### config.mk
export PLATFORM = sky130hd
export DESIGN_NAME = bb3_div
export DESIGN_NICKNAME = d
export VERILOG_FILES = /design/src/rtl/bb3_pkg.sv /design/src/rtl/bb3_div.sv
export SDC_FILE = /design/constraint.sdc
export NUM_CORES = 1
export LEC_CHECK = 0
export BUFFER_PORTS_ARGS = -buffer_cell sky130_fd_sc_hd__buf_2
export CORE_ASPECT_RATIO = 1.5
export CORE_UTILIZATION = 40
export CTS_CLUSTER_DIAMETER = 150
export CTS_CLUSTER_SIZE = 25
export DETAILED_ROUTE_END_ITERATION = 12
export HOLD_SLACK_MARGIN = 0.03
export PLACE_DENSITY = 0.58
export SLEW_MARGIN = 25
export SYNTH_ARGS = -nofsm -noshare
export SYNTH_HDL_FRONTEND = slang
export SYNTH_SLANG_ARGS = --single-unit
### constraint.sdc
create_clock -name clk -period 7.7 [get_ports clk]
set_input_delay 0.77 -clock clk [delete_from_list [all_inputs] [get_ports clk]]
set_output_delay 0.77 -clock clk [all_outputs]
set_load 0.005 [all_outputs]
### src/rtl/bb3_pkg.sv
// Shared types, constants and helpers of the 3x3 edge-aware box blur.
// No dependencies; used by bb3_div and box_blur_3x3_edge_aware.
package bb3_pkg;

	localparam int MAX_WIDTH = 1024;
	localparam int ADDR_W = $clog2(MAX_WIDTH);
	localparam int PIX_W = 24;
	localparam int FW_W = 11;
	localparam int FH_W = 12;
	localparam int CFG_W = 12;
	localparam int SUM_W = 12;
	localparam int X_W = 13;
	localparam int RCP_W = 16;
	localparam int Q_W = 9;

	localparam logic REG_FRAME_WIDTH = 1'b0;
	localparam logic REG_FRAME_HEIGHT = 1'b1;

	localparam logic [FW_W-1:0] FW_RESET = 11'd640;
	localparam logic [FH_W-1:0] FH_RESET = 12'd480;

	typedef struct packed {
		logic [7:0] in_blue;
		logic [7:0] in_green;
		logic [7:0] in_red;
	} in_word_t;

	typedef struct packed {
		logic [7:0] out_red;
		logic [7:0] out_green;
		logic [7:0] out_blue;
		logic [11:0] out_row;
		logic [9:0] out_col;
		logic run_last;
	} out_word_t;

	typedef struct packed {
		logic load;
		logic [3:0] n;
	} div_ctl_t;

	// floor(65536 / (2*n)) for the neighbourhood sizes in use
	function automatic logic [RCP_W-1:0] recip_of(input logic [3:0] n);
		logic [RCP_W-1:0] r;
		case (n)
			4'd1: r = 16'd32768;
			4'd2: r = 16'd16384;
			4'd3: r = 16'd10922;
			4'd4: r = 16'd8192;
			4'd6: r = 16'd5461;
			4'd9: r = 16'd3640;
			default: r = 16'd0;
		endcase
		return r;
	endfunction

endpackage

### src/rtl/bb3_div.sv
// Rounded mean of one channel: floor((2*sum+n)/(2*n)) by reciprocal and correction.
// Depends on bb3_pkg.
module bb3_div (
	input  logic                      clk,
	input  bb3_pkg::div_ctl_t         ctl,
	input  logic [bb3_pkg::SUM_W-1:0] sum,
	output logic [7:0]                mean
);

	logic [bb3_pkg::X_W-1:0] x_q;
	logic [4:0] d_q;
	logic [bb3_pkg::Q_W-1:0] q0_q;
	logic [bb3_pkg::X_W-1:0] x;
	logic [bb3_pkg::X_W+bb3_pkg::RCP_W-1:0] prod;
	logic [bb3_pkg::X_W-1:0] back;
	logic [bb3_pkg::X_W-1:0] rem;

	assign x = {sum, 1'b0} + bb3_pkg::X_W'(ctl.n);
	assign prod = x * bb3_pkg::recip_of(ctl.n);

	always_ff @(posedge clk) begin
		if (ctl.load) begin
			x_q <= x;
			d_q <= {ctl.n, 1'b0};
			q0_q <= prod[bb3_pkg::RCP_W +: bb3_pkg::Q_W];
		end
	end

	always_comb begin
		back = bb3_pkg::X_W'(q0_q) * bb3_pkg::X_W'(d_q);
		rem = x_q - back;
		mean = (rem >= bb3_pkg::X_W'(d_q)) ? 8'(q0_q + 9'd1) : q0_q[7:0];
	end

endmodule

After elaboration in Yosys (flattened, before gate mapping)
Cells that the tools add are included.
{ "totals": {"regBits": 26, "latch_bits": 0, "mem_bits_rw": 0, "romBits": 0, "inputBits": 18, "output_inout_bits": 8, "n_memories": 0} }
{ "op_classes": {"add_sub_neg": 3, "multipliers": 2, "n_div": 0, "magnitude_cmp": 1, "eq_ne": 6, "n_shift": 0, "muxes": 2, "bitwise": 0, "reduce_logical": 0} }
{ "ops": {"columns": ["op", "n"], "rows": [
  ["16-bit one-hot mux with 6 select lines", 1],
  ["13-bit by 16-bit multiplier with 25-bit output", 1],
  ["13-bit by 4-bit adder with 13-bit output", 1],
  ["13-bit by 5-bit greater-or-equal comparator with 1-bit output", 1],
  ["13-bit subtractor", 1],
  ["9-bit by 4-bit multiplier with 12-bit output", 1],
  ["8-bit by 1-bit adder with 8-bit output, second input constant", 1],
  ["4-bit by 2-bit equality test with 1-bit output, second input constant", 2],
  ["4-bit by 3-bit equality test with 1-bit output, second input constant", 2],
  ["8-bit two-way mux", 1],
  ["4-bit by 1-bit equality test with 1-bit output, second input constant", 1],
  ["4-bit equality test, second input constant", 1]
]} }

Depth between registers and ports, before layout
Gate-level depths: netlist of run 1.
{ "logic_depth": {"depth_word": 4, "depth_mapped": 27} }

Worst setup path before layout of run 1
Ideal clock, no wire load.
{ "synth_path": {"path_kind": "in2reg", "start": "input port ctl[1] (netlist name)", "end": "register q0_q[6] (netlist name) (data pin)", "arrival_ns": 6.912, "t_required_ns": 7.441, "slack_ns": 0.529, "cell_stages": 24, "path_buffers": 0, "path_cell_list": "ha_1 > fa_1 > a21o_1 > nand2b_1 > nor2_1 > xor2_1 > nand2_1 > fa_1 > fa_1 > inv_1 > fa_1 > fa_1 > inv_1 > fa_1 > inv_1 > ha_1 > a41oi_1 > a21oi_1 > a2111oi_0 > o31ai_1 > a21oi_1 > o21ai_0 > a21o_1 > xor2_1"} }
{ "synth_lines": {"columns": ["item", "line_no", "text"], "rows": [
  ["from (decl)", "bb3_div.sv:5", "input bb3_pkg::div_ctl_t ctl,"],
  ["13-bit by 4-bit adder with 13-bit output", "bb3_div.sv:18", "assign x = {sum, 1'b0} + bb3_pkg::X_W'(ctl.n);"],
  ["net x (one bit)", "bb3_div.sv:13", "logic [bb3_pkg::X_W-1:0] x;"],
  ["13-bit by 16-bit multiplier with 25-bit output", "bb3_div.sv:19", "assign prod = x * bb3_pkg::recip_of(ctl.n);"],
  ["net prod (one bit)", "bb3_div.sv:14", "logic [bb3_pkg::X_W+bb3_pkg::RCP_W-1:0] prod;"],
  ["to (signal assigned)", "bb3_div.sv:25", "q0_q <= prod[bb3_pkg::RCP_W +: bb3_pkg::Q_W];"],
  ["to (decl)", "bb3_div.sv:12", "logic [bb3_pkg::Q_W-1:0] q0_q;"]
]} }
The timed path passes the listed nets, and every way through them passes these cells.
A chain may end at the register's enable or synchronous reset.

Worst setup path after layout of run 1
Ends and elaborated chain as after synthesis.

==> impl_metrics.py, run 1 <==
metrics = {
    "layout": {
        "fin_util_pct": 45.5,
        "n_fill_cell": 1797,
        "layout.nets": 1123,
        "seqCellArea_sq_um": 751,
        "multi_input_comb_area_sq_mm": 0.00583,
        "n_antenna_cell": 0,
        "syn_to_final_growth_pct": 10.2,
        "layout-drive-gt1-share_pct": 9.10,
        "fin_cells": 1127,
    },
    "placed_design": {
        "dp.cells": 1123,
        "gp_congestion": 0.912,
        "portBuffers": 25,
        "hpwlAfterDp_um": 16600,
        "place_ws_ns": -0.0907,
    },
    "floorplan": {
        "die_area_sq_mm": 0.0192,
        "initial_core_util_pct": 41.3,
        "rows": 60,
        "core-area_sq_mm": 0.0181,
        "die_y_um": 169,
        "die_w_um": 114,
        "io_pins": 26,
    },
    "synthesis": {
        "async_flop_share_pct": 0,
        "synth_flop_cell": "edfxtp_1",
        "synthCells": 823,
        "ys_warn_count": 0,
        "seq_area_frac_synth_pct": 10.1,
        "synth-seq-cells": 25,
        "syn_area_per_cell_sq_um": 9.07,
        "synth_edf_count": 25,
        "synth_area_sq_mm": 0.00747,
        "ys_types": 64,
    },
    "timing": {
        "maxSlewHeadroom_pct": 34.7,
        "worstMarginPinSlew_ns": 0.978,
        "finalSetupViolCount": 0,
        "final_hold_viol_count": 0,
        "tns_ns": 0,
        "finalCriticalPeriod_ns": 7.31,
        "fmax_mhz": 137,
        "maxSlewViolCount": 0,
        "rsz0062_at_grt": "false",
        "post-route-period-util_pct": 95.0,
        "setup_slack_ns": 0.387,
    },
    "clock_tree": {
        "cts_max_path_buffers": 2,
        "cts_buffers": 3,
        "cts_root_buf": "clkbuf_16",
        "ctsHtreeMaxLevel": 1,
        "cts_hold_buf": 0,
        "clock_sinks": 25,
        "path_clk_slew_ns": 0.06,
        "cts_tree": "built",
    },
    "worst_hold_path": {
        "hold_end": "x_q[0]",
        "worstHoldStart": "ctl[0]",
        "min_path_type": "primary input to register",
        "hold_path_depth": 1,
    },
    "pwr": {
        "comb_power_share_pct": 81.9,
        "p_switching_mw": 0.945,
        "ir_drop_uv": 123,
        "pwr-share-clk_pct": 6.2,
        "p_seq_share_pct": 12.0,
        "p_int_mw": 0.910,
        "p_leak_nw": 4.40,
        "sw_frac_of_total_pct": 51.0,
        "p_per_area_mw_per_mm2": 226,
        "p_total_mw": 1.86,
    },
    "drt": {
        "routedWlPerCell_um": 15.9,
        "vias_per_cell": 4.81,
        "routed-via-count": 5421,
        "ant_nets": 0,
        "drt_iter0_drc": 259,
        "drc": 0,
        "drtPass1Iterations": 4,
        "routed_wl_um": 18000,
    },
    "grt": {
        "grt_max_degree": 26,
        "grt_pass1_wl_um": 29500,
        "track_usage_pct": 20.4,
        "antenna_found_initial": 0,
        "use_met3_pct": 0.786,
        "grt_use_met2_pct": 39.8,
        "top_usage_layer": "met2",
        "grt_pass1_vias": 5951,
        "grt_overflow": 0,
        "use_met1_pct": 21.0,
    },
    "setup_path": {
        "cp_data_required_time_ns": 7.71,
        "critPathMaxFanout": 4,
        "arrival_ns": 7.33,
        "cp-start-kind": "primary input",
        "crit_path_end_kind": "register",
        "crit_type": "primary input to register",
    },
    "run": {
        "maxCapViolations": 0,
    },
    "run_status": {
        "outcome": "finished clean",
    },
}
## area by class of cell
type,count,area share (%)
Timing Repair Buffer,56,4.35
Clock buffer,3,0.913
Tap cell,248,3.77
Clock inverter,1,0.0913
Multi-Input combinational cell,556,70.9
Inverter,238,10.9
Sequential cell,25,9.13
## synthesized netlist by cell type (2+ instances only)
| cell type | instances | area share [%] |
|---|---|---|
| a211oi_1 | 3 | 0.30 |
| a21o_1 | 8 | 0.80 |
| a21oi_1 | 17 | 1.1 |
| a221o_2 | 2 | 0.30 |
| a221oi_1 | 2 | 0.23 |
| a31o_2 | 2 | 0.23 |
| and2_1 | 24 | 2.0 |
| and3_1 | 3 | 0.25 |
| and3_2 | 2 | 0.20 |
| clkbuf_1 | 4 | 0.20 |
| edfxtp_1 | 25 | 10 |
| fa_1 | 137 | 37 |
| ha_1 | 88 | 15 |
| inv_1 | 237 | 12 |
| mux2i_1 | 2 | 0.27 |
| nand2_1 | 78 | 3.9 |
| nand2b_1 | 10 | 0.84 |
| nand3_1 | 7 | 0.47 |
| nor2_1 | 53 | 2.7 |
| nor2b_1 | 4 | 0.34 |
| nor3_1 | 11 | 0.74 |
| o2111ai_1 | 3 | 0.35 |
| o21a_1 | 2 | 0.20 |
| o21ai_0 | 12 | 0.80 |
| o22ai_1 | 2 | 0.17 |
| o31ai_1 | 2 | 0.20 |
| or3_1 | 2 | 0.17 |
| xnor2_1 | 28 | 3.3 |
| xor2_1 | 18 | 2.1 |
## how the worst max path moves through the flow
| stage | to | from | slack, ns |
|---|---|---|---|
| final | q0_q[6] | ctl[1] | 0.39 |
| after global routing | q0_q[6] | ctl[1] | 0.03 |
| after CTS | q0_q[8] | ctl[2] | 0.15 |
| after detailed placement | q0_q[8] | ctl[2] | -0.09 |
| after global placement | q0_q[8] | ctl[2] | 0.02 |
| after floorplan | q0_q[6] | ctl[1] | 0.53 |
## placed cells by master, fill, tap and decap left out, types with 3 or more instances in the layout
master     count
buf_2         25
inv_1        237
nand2_1       78
edfxtp_1      25
a21o_1         8
a21oi_1       16
and3_1         3
conb_1         4
xor2_1        17
clkbuf_16      3
nand2b_1      10
o2111ai_1      3
buf_4         31
nor2b_1        4
fa_1         137
xnor2_1       26
xnor2_2        3
nor3_1        11
and2_1        24
nor2_1        53
o21ai_0       12
ha_1          88
nand3_1        7
a211oi_1       3
## what timing repair did
item	CTS	global route
setup endpoints to repair	0	5
resized for setup	0	7
buffers inserted	0	0
## through the flow
step           instance area (sq um)  hold WS [ns]
4_1_cts                         8190         0.729
3_5_place_dp                    8110          1.01
5_1_grt                         8230         0.740
3_3_place_gp                    8110          1.00
2_1_floorplan                   7480         0.869
6_report                        8230         0.738
## cell families after synthesis
family / count (synthesis) / share of synthesized area, %
other cells: 1 / 0.0502
compound gates: 71 / 6.87
simple gates: 206 / 13.1
fa+ha+maj: 225 / 51.5
flops: 25 / 10.1
xor+xnor: 47 / 5.61
mux: 3 / 0.419
buf+inv: 245 / 12.5
## worst max-delay path, cell delays in order
cell	delay (ns)
buf_2	0.10
ha_1	0.21
fa_1	0.40
a21o_1	0.21
nand2b_1	0.14
nor3_1	0.08
xnor2_1	0.22
inv_1	0.12
nand2_1	0.14
inv_1	0.10
fa_1	0.50
fa_1	0.55
fa_1	0.46
fa_1	0.57
inv_1	0.06
fa_1	0.53
inv_1	0.04
ha_1	0.31
a41oi_1	0.22
a21oi_1	0.09
a2111oi_1	0.47
buf_4	0.19
o31ai_1	0.09
a21oi_2	0.24
o21ai_0	0.17
a21o_1	0.21
xor2_1	0.13
## state kept, by name (all words and copies together), names as in the netlist
name  cells
x_q      13
q0_q      9
d_q       3
## per-layer routing
metal / part of all wire (%) / up-vias
li1: - / 2614
met1: 35 / 2702
met2: 57 / 64
met3: 0.95 / 41
met4: 6.5 / 0
met5: 0 / -
## power by group through the flow
stage	clock network [mW]	registers, mW	logic [mW]
6_report	0.115	0.222	1.52
4_1_cts	0.117	0.223	1.54
3_3_place_gp	0	0.226	1.52
5_1_grt	0.121	0.225	1.73
2_1_floorplan	0	0.198	1.17
3_5_place_dp	0	0.226	1.53
Note: power is estimated with default switching activity, not from simulation.
==> inputs of run 2 (changes only) <==
PLACE_DENSITY = default   (was 0.58)
PLACE_DENSITY_LB_ADDON = 0.3   (was default)
==> run 2 against run 1 <==
  * Sequential share of layout area hardly changed
  * Critical path depth is 1 lower
  * Total power is 0.15% higher
  * Fmax hardly changed
  * Combinational power hardly changed
  * Via count is 1.8% higher
  * Largest power group unchanged
==> impl_metrics.py, run 2 (synthesis results as in run 1) <==
metrics = {
    "clock_tree": {
        "clock_sinks": 25,
        "ctsHtreeMaxLevel": 1,
        "cts_tree": "built",
        "cts_buffers": 3,
        "path_clk_slew_ns": 0.06,
        "cts_max_path_buffers": 2,
        "cts_root_buf": "clkbuf_16",
        "post_cts_buffers": 0,
    },
    "worst_hold_path": {
        "hold_path_depth": 1,
        "min_path_type": "primary input to register",
    },
    "layout": {
        "design_area_sq_mm": 0.00822,
        "largest_registers": "x_q (13), q0_q (9), d_q (3)",
        "final_common_cell": "inv_1",
        "layout-drive-gt1-share_pct": 8.97,
        "layout_common_cells": "inv_1 (237), fa_1 (137), ha_1 (88), nand2_1 (78), nor2_1 (53)",
        "top_register": "x_q",
        "layout.nets": 1125,
        "syn_to_final_growth_pct": 10.1,
        "largest_reg_flops": 13,
        "n_antenna_cell": 0,
    },
    "setup_path": {
        "arrival_ns": 7.32,
        "crit_type": "primary input to register",
        "crit_path_end_kind": "register",
        "cp-start-kind": "primary input",
        "critPathMaxFanout": 3,
        "cp_data_required_time_ns": 7.71,
    },
    "floorplan": {
        "io_pins": 26,
        "die_w_um": 114,
        "rows": 60,
        "core-area_sq_mm": 0.0181,
        "die_area_sq_mm": 0.0192,
        "die_y_um": 169,
        "initial_core_util_pct": 41.3,
    },
    "run": {
        "maxCapViolations": 0,
    },
    "placed_design": {
        "gp_congestion": 0.892,
        "portBuffers": 25,
        "place_area_sq_mm": 0.00812,
        "hpwlAfterDp_um": 16500,
    },
    "timing": {
        "fmax_mhz": 137,
        "finalCriticalPeriod_ns": 7.31,
        "worstMarginPinSlew_ns": 0.846,
        "rsz0062_at_grt": "false",
        "final_hold_viol_count": 0,
        "maxSlewHeadroom_pct": 43.6,
        "post-route-period-util_pct": 94.9,
        "maxSlewViolCount": 0,
        "finalSetupViolCount": 0,
        "tns_ns": 0,
    },
    "grt": {
        "top_usage_layer": "met2",
        "grt_max_degree": 26,
        "track_usage_pct": 20.1,
        "use_met3_pct": 0.571,
        "grt_use_met2_pct": 40.2,
        "grt_pass1_wl_um": 29200,
        "grt_overflow": 0,
        "antenna_found_initial": 0,
        "grt_pass1_vias": 5954,
        "use_met1_pct": 19.5,
    },
    "drt": {
        "vias_per_cell": 4.89,
        "routed-via-count": 5520,
        "routed_wl_um": 17800,
        "drc": 0,
        "drt_iter0_drc": 297,
        "drtPass1Iterations": 4,
        "ant_nets": 0,
        "routedWlPerCell_um": 15.8,
    },
    "pwr": {
        "p_leak_nw": 4.40,
        "ir_drop_uv": 153,
        "p_per_area_mw_per_mm2": 226,
    },
    "run_status": {
        "outcome": "finished clean",
    },
}
run 2: changes by cell type in the layout (fill, tap and decap cells not counted):
cell | previous run | this run
buf_4 | 31 | 33
xnor2_1 | 26 | 28
xnor2_2 | 3 | 1
xor2_1 | 17 | 18
xor2_2 | 1 | 0
run 2: metrics by stage:
step	hold slack (ns)	std cells	power [mW]	worst slack [ns]	util, %
after global placement	0.993	1125	1.74	-0.0595	44.9
final	0.739	1129	1.86	0.394	45.4
after floorplan	0.869	826	1.37	0.529	-
after CTS	0.737	1129	1.88	0.183	45.4
after detailed placement	1.00	1125	1.75	-0.0268	44.9
after global routing	0.740	1129	2.07	0.00649	45.4
run 2: where the power goes:
| group | switching, mW | total (mW) | internal [mW] |
|---|---|---|---|
| Clock | 0.0436 | 0.114 | 0.0704 |
| Sequential | 0.0416 | 0.223 | 0.182 |
| Combinational | 0.864 | 1.52 | 0.657 |
run 2: repair_timing:
action | CTS | global route
hold endpoints to repair | 0 | 0
endpoints found under the setup margin | 0 | 4
hold buffers | 0 | 0
resized for setup | 0 | 4
run 2: layout make-up:
class	count	area [sq um]
Clock buffer	3	75.1
Clock inverter	1	7.51
Fill cell	1820	9870
Inverter	238	893
Multi-Input combinational cell	556	5810
Sequential cell	25	751
Tap cell	248	310
Timing Repair Buffer	58	373
run 2: final timing paths:
kind   start  endpoint  slack, ns
max   ctl[1]   q0_q[6]       0.39
min   ctl[0]    x_q[0]       0.74
run 2: routing by layer:
layer / share of wire (%) / vias up
li1: - / 2626
met1: 33 / 2726
met2: 58 / 108
met3: 1.5 / 60
met4: 7.2 / 0
met5: 0 / -
run 2: critical path, stage by stage:
cell,delay [ns]
buf_2,0.11
ha_1,0.21
fa_1,0.40
a21o_1,0.21
nand2b_1,0.14
nor2_1,0.08
xor2_1,0.30
nand2_1,0.22
fa_1,0.57
fa_1,0.56
inv_1,0.07
fa_1,0.51
fa_1,0.55
inv_1,0.06
fa_1,0.53
inv_1,0.04
ha_1,0.29
a21oi_1,0.13
o21ai_0,0.13
a2111oi_1,0.42
buf_4,0.18
o31ai_1,0.10
a21oi_2,0.23
o21ai_0,0.15
a21o_1,0.21
xor2_1,0.13
==> inputs of run 3 (changes only) <==
--- a/config.mk
+++ b/config.mk
@@ -7,5 +7,7 @@
 export LEC_CHECK = 0
 export BUFFER_PORTS_ARGS = -buffer_cell sky130_fd_sc_hd__buf_2
+export CAP_MARGIN = 20
 export CORE_ASPECT_RATIO = 1.5
+export CORE_MARGIN = 1.5
 export CORE_UTILIZATION = 40
 export CTS_CLUSTER_DIAMETER = 150
==> constraint.sdc (replaced) <==
create_clock -name clk -period 7.7 [get_ports clk]
set_input_delay 0.385 -clock clk [delete_from_list [all_inputs] [get_ports clk]]
set_output_delay 0.385 -clock clk [all_outputs]
set_load 0.005 [all_outputs]
==> run 3 against run 2 <==
  * Hold slack worse by 0.39 ns
  * Final area down 2.1%
  * First-iteration DRC count is 2.0% higher
  * Die area up 1.5%
  * Largest cell class unchanged
==> impl_metrics.py, run 3 (synthesis results as in run 1) <==
metrics = {
    "drt": {
        "routedWlPerCell_um": 16.6,
        "drt_iter0_drc": 303,
        "vias_per_cell": 4.90,
        "drtPass1Iterations": 4,
        "routed-via-count": 5427,
        "ant_nets": 0,
        "drc": 0,
        "routed_wl_um": 18400,
    },
    "layout": {
        "seqCellArea_sq_um": 751,
        "final_common_cell": "inv_1",
        "top_register": "x_q",
        "n_fill_cell": 1841,
        "layout_common_cells": "inv_1 (237), fa_1 (137), ha_1 (88), nand2_1 (78), nor2_1 (53)",
        "layout.nets": 1100,
        "fin_cells": 1108,
        "largest_reg_flops": 13,
        "n_antenna_cell": 0,
        "fin_util_pct": 43.8,
        "multi_input_comb_area_sq_mm": 0.00581,
        "largest_registers": "x_q (13), q0_q (9), d_q (3)",
        "syn_to_final_growth_pct": 7.77,
        "layout-drive-gt1-share_pct": 6.19,
    },
    "pwr": {
        "ir_drop_uv": 166,
        "p_leak_nw": 4.29,
        "pwr-share-clk_pct": 6.8,
        "p_seq_share_pct": 12.5,
        "comb_power_share_pct": 80.7,
        "p_total_mw": 1.84,
        "sw_frac_of_total_pct": 51.0,
        "p_per_area_mw_per_mm2": 228,
        "p_int_mw": 0.899,
        "p_switching_mw": 0.937,
    },
    "floorplan": {
        "die_w_um": 115,
        "die_y_um": 170,
        "initial_core_util_pct": 40.6,
        "core-area_sq_mm": 0.0184,
        "die_area_sq_mm": 0.0195,
        "io_pins": 26,
        "rows": 61,
    },
    "timing": {
        "finalSetupViolCount": 0,
        "whs_ns": 0.351,
        "post-route-period-util_pct": 94.4,
        "worstMarginPinSlew_ns": 0.846,
        "finalCriticalPeriod_ns": 7.27,
        "maxSlewViolCount": 0,
        "maxSlewHeadroom_pct": 43.2,
        "rsz0062_at_grt": "false",
        "tns_ns": 0,
        "fmax_mhz": 138,
        "final_hold_viol_count": 0,
    },
    "clock_tree": {
        "cts_root_buf": "clkbuf_16",
        "cts_max_path_buffers": 2,
        "clock_sinks": 25,
        "cts_hold_buf": 0,
        "ctsHtreeMaxLevel": 1,
        "cts_tree": "built",
        "post_cts_buffers": 0,
        "cts_buffers": 3,
        "path_clk_slew_ns": 0.07,
        "cts_resized": 0,
    },
    "worst_hold_path": {
        "hold_end": "x_q[0]",
        "min_path_type": "primary input to register",
        "hold_path_depth": 1,
        "worstHoldStart": "ctl[0]",
    },
    "setup_path": {
        "crit_path_end_kind": "register",
        "cp_data_required_time_ns": 7.71,
        "cp-start-kind": "primary input",
        "crit_type": "primary input to register",
        "arrival_ns": 7.27,
        "critPathMaxFanout": 6,
    },
    "grt": {
        "antenna_found_initial": 0,
        "track_usage_pct": 20.3,
        "grt_pass1_vias": 5732,
        "grt_pass1_wl_um": 29900,
        "grt_overflow": 0,
        "grt_max_degree": 26,
    },
    "placed_design": {
        "gp_congestion": 0.994,
        "hpwlAfterDp_um": 16500,
        "portBuffers": 25,
        "dp.cells": 1104,
    },
    "run": {
        "maxCapViolations": 0,
    },
    "run_status": {
        "outcome": "finished clean",
    },
}
==> run 3: power groups by stage <==
stage                     registers (mW)  logic, mW  clock network (mW)
final                              0.230       1.48               0.124
after global routing               0.234       1.68               0.130
after CTS                          0.231       1.49               0.128
after detailed placement           0.234       1.48                   0
after global placement             0.234       1.47                   0
after floorplan                    0.198       1.17                   0
==> run 3: layer usage <==
metal / part of all wire (%) / GRT usage [%] / vias to the layer above
met5: 0 / 0 / -
met4: 5.0 / 10.2 / 0
met3: 2.3 / 0.783 / 34
met2: 55 / 37.5 / 119
met1: 38 / 23.8 / 2705
li1: - / - / 2569
==> run 3: cell type report <==
class | count | share of cell area, %
well taps | 252 | 3.92
clock buffers | 4 | 0.979
flip-flops and latches | 25 | 9.33
multi-input cells | 556 | 72.2
repair buffers | 33 | 2.46
inverters | 238 | 11.1
==> run 3: worst max path at each step <==
stage | start | end
floorplan | ctl[1] | q0_q[6]
global placement | ctl[2] | q0_q[6]
detailed placement | ctl[2] | q0_q[8]
CTS | ctl[2] | q0_q[6]
global route | ctl[2] | q0_q[8]
finish | ctl[1] | q0_q[8]
==> run 3: metrics by stage <==
stage          area [sq um]  worst slack (ns)
2_1_floorplan          7480             0.914
4_1_cts                8030             0.257
6_report               8050             0.432
5_1_grt                8050            0.0208
3_3_place_gp           7950           0.00454
3_5_place_dp           7950           -0.0173
==> run 3: critical path, stage by stage <==
cell       delay (ns)
buf_2            0.14
ha_1             0.23
fa_1             0.40
a21o_1           0.20
nand2b_1         0.12
nor3_1           0.08
xnor2_1          0.27
inv_1            0.16
nand2_1          0.14
inv_1            0.13
fa_1             0.52
fa_1             0.59
fa_1             0.48
fa_1             0.55
inv_1            0.05
fa_1             0.54
inv_1            0.04
ha_1             0.30
a41oi_1          0.11
a21oi_1          0.18
a2111oi_1        0.13
buf_4            0.17
o31ai_1          0.35
a21oi_1          0.20
o311ai_0         0.52
a21oi_1          0.16
xnor2_1          0.14
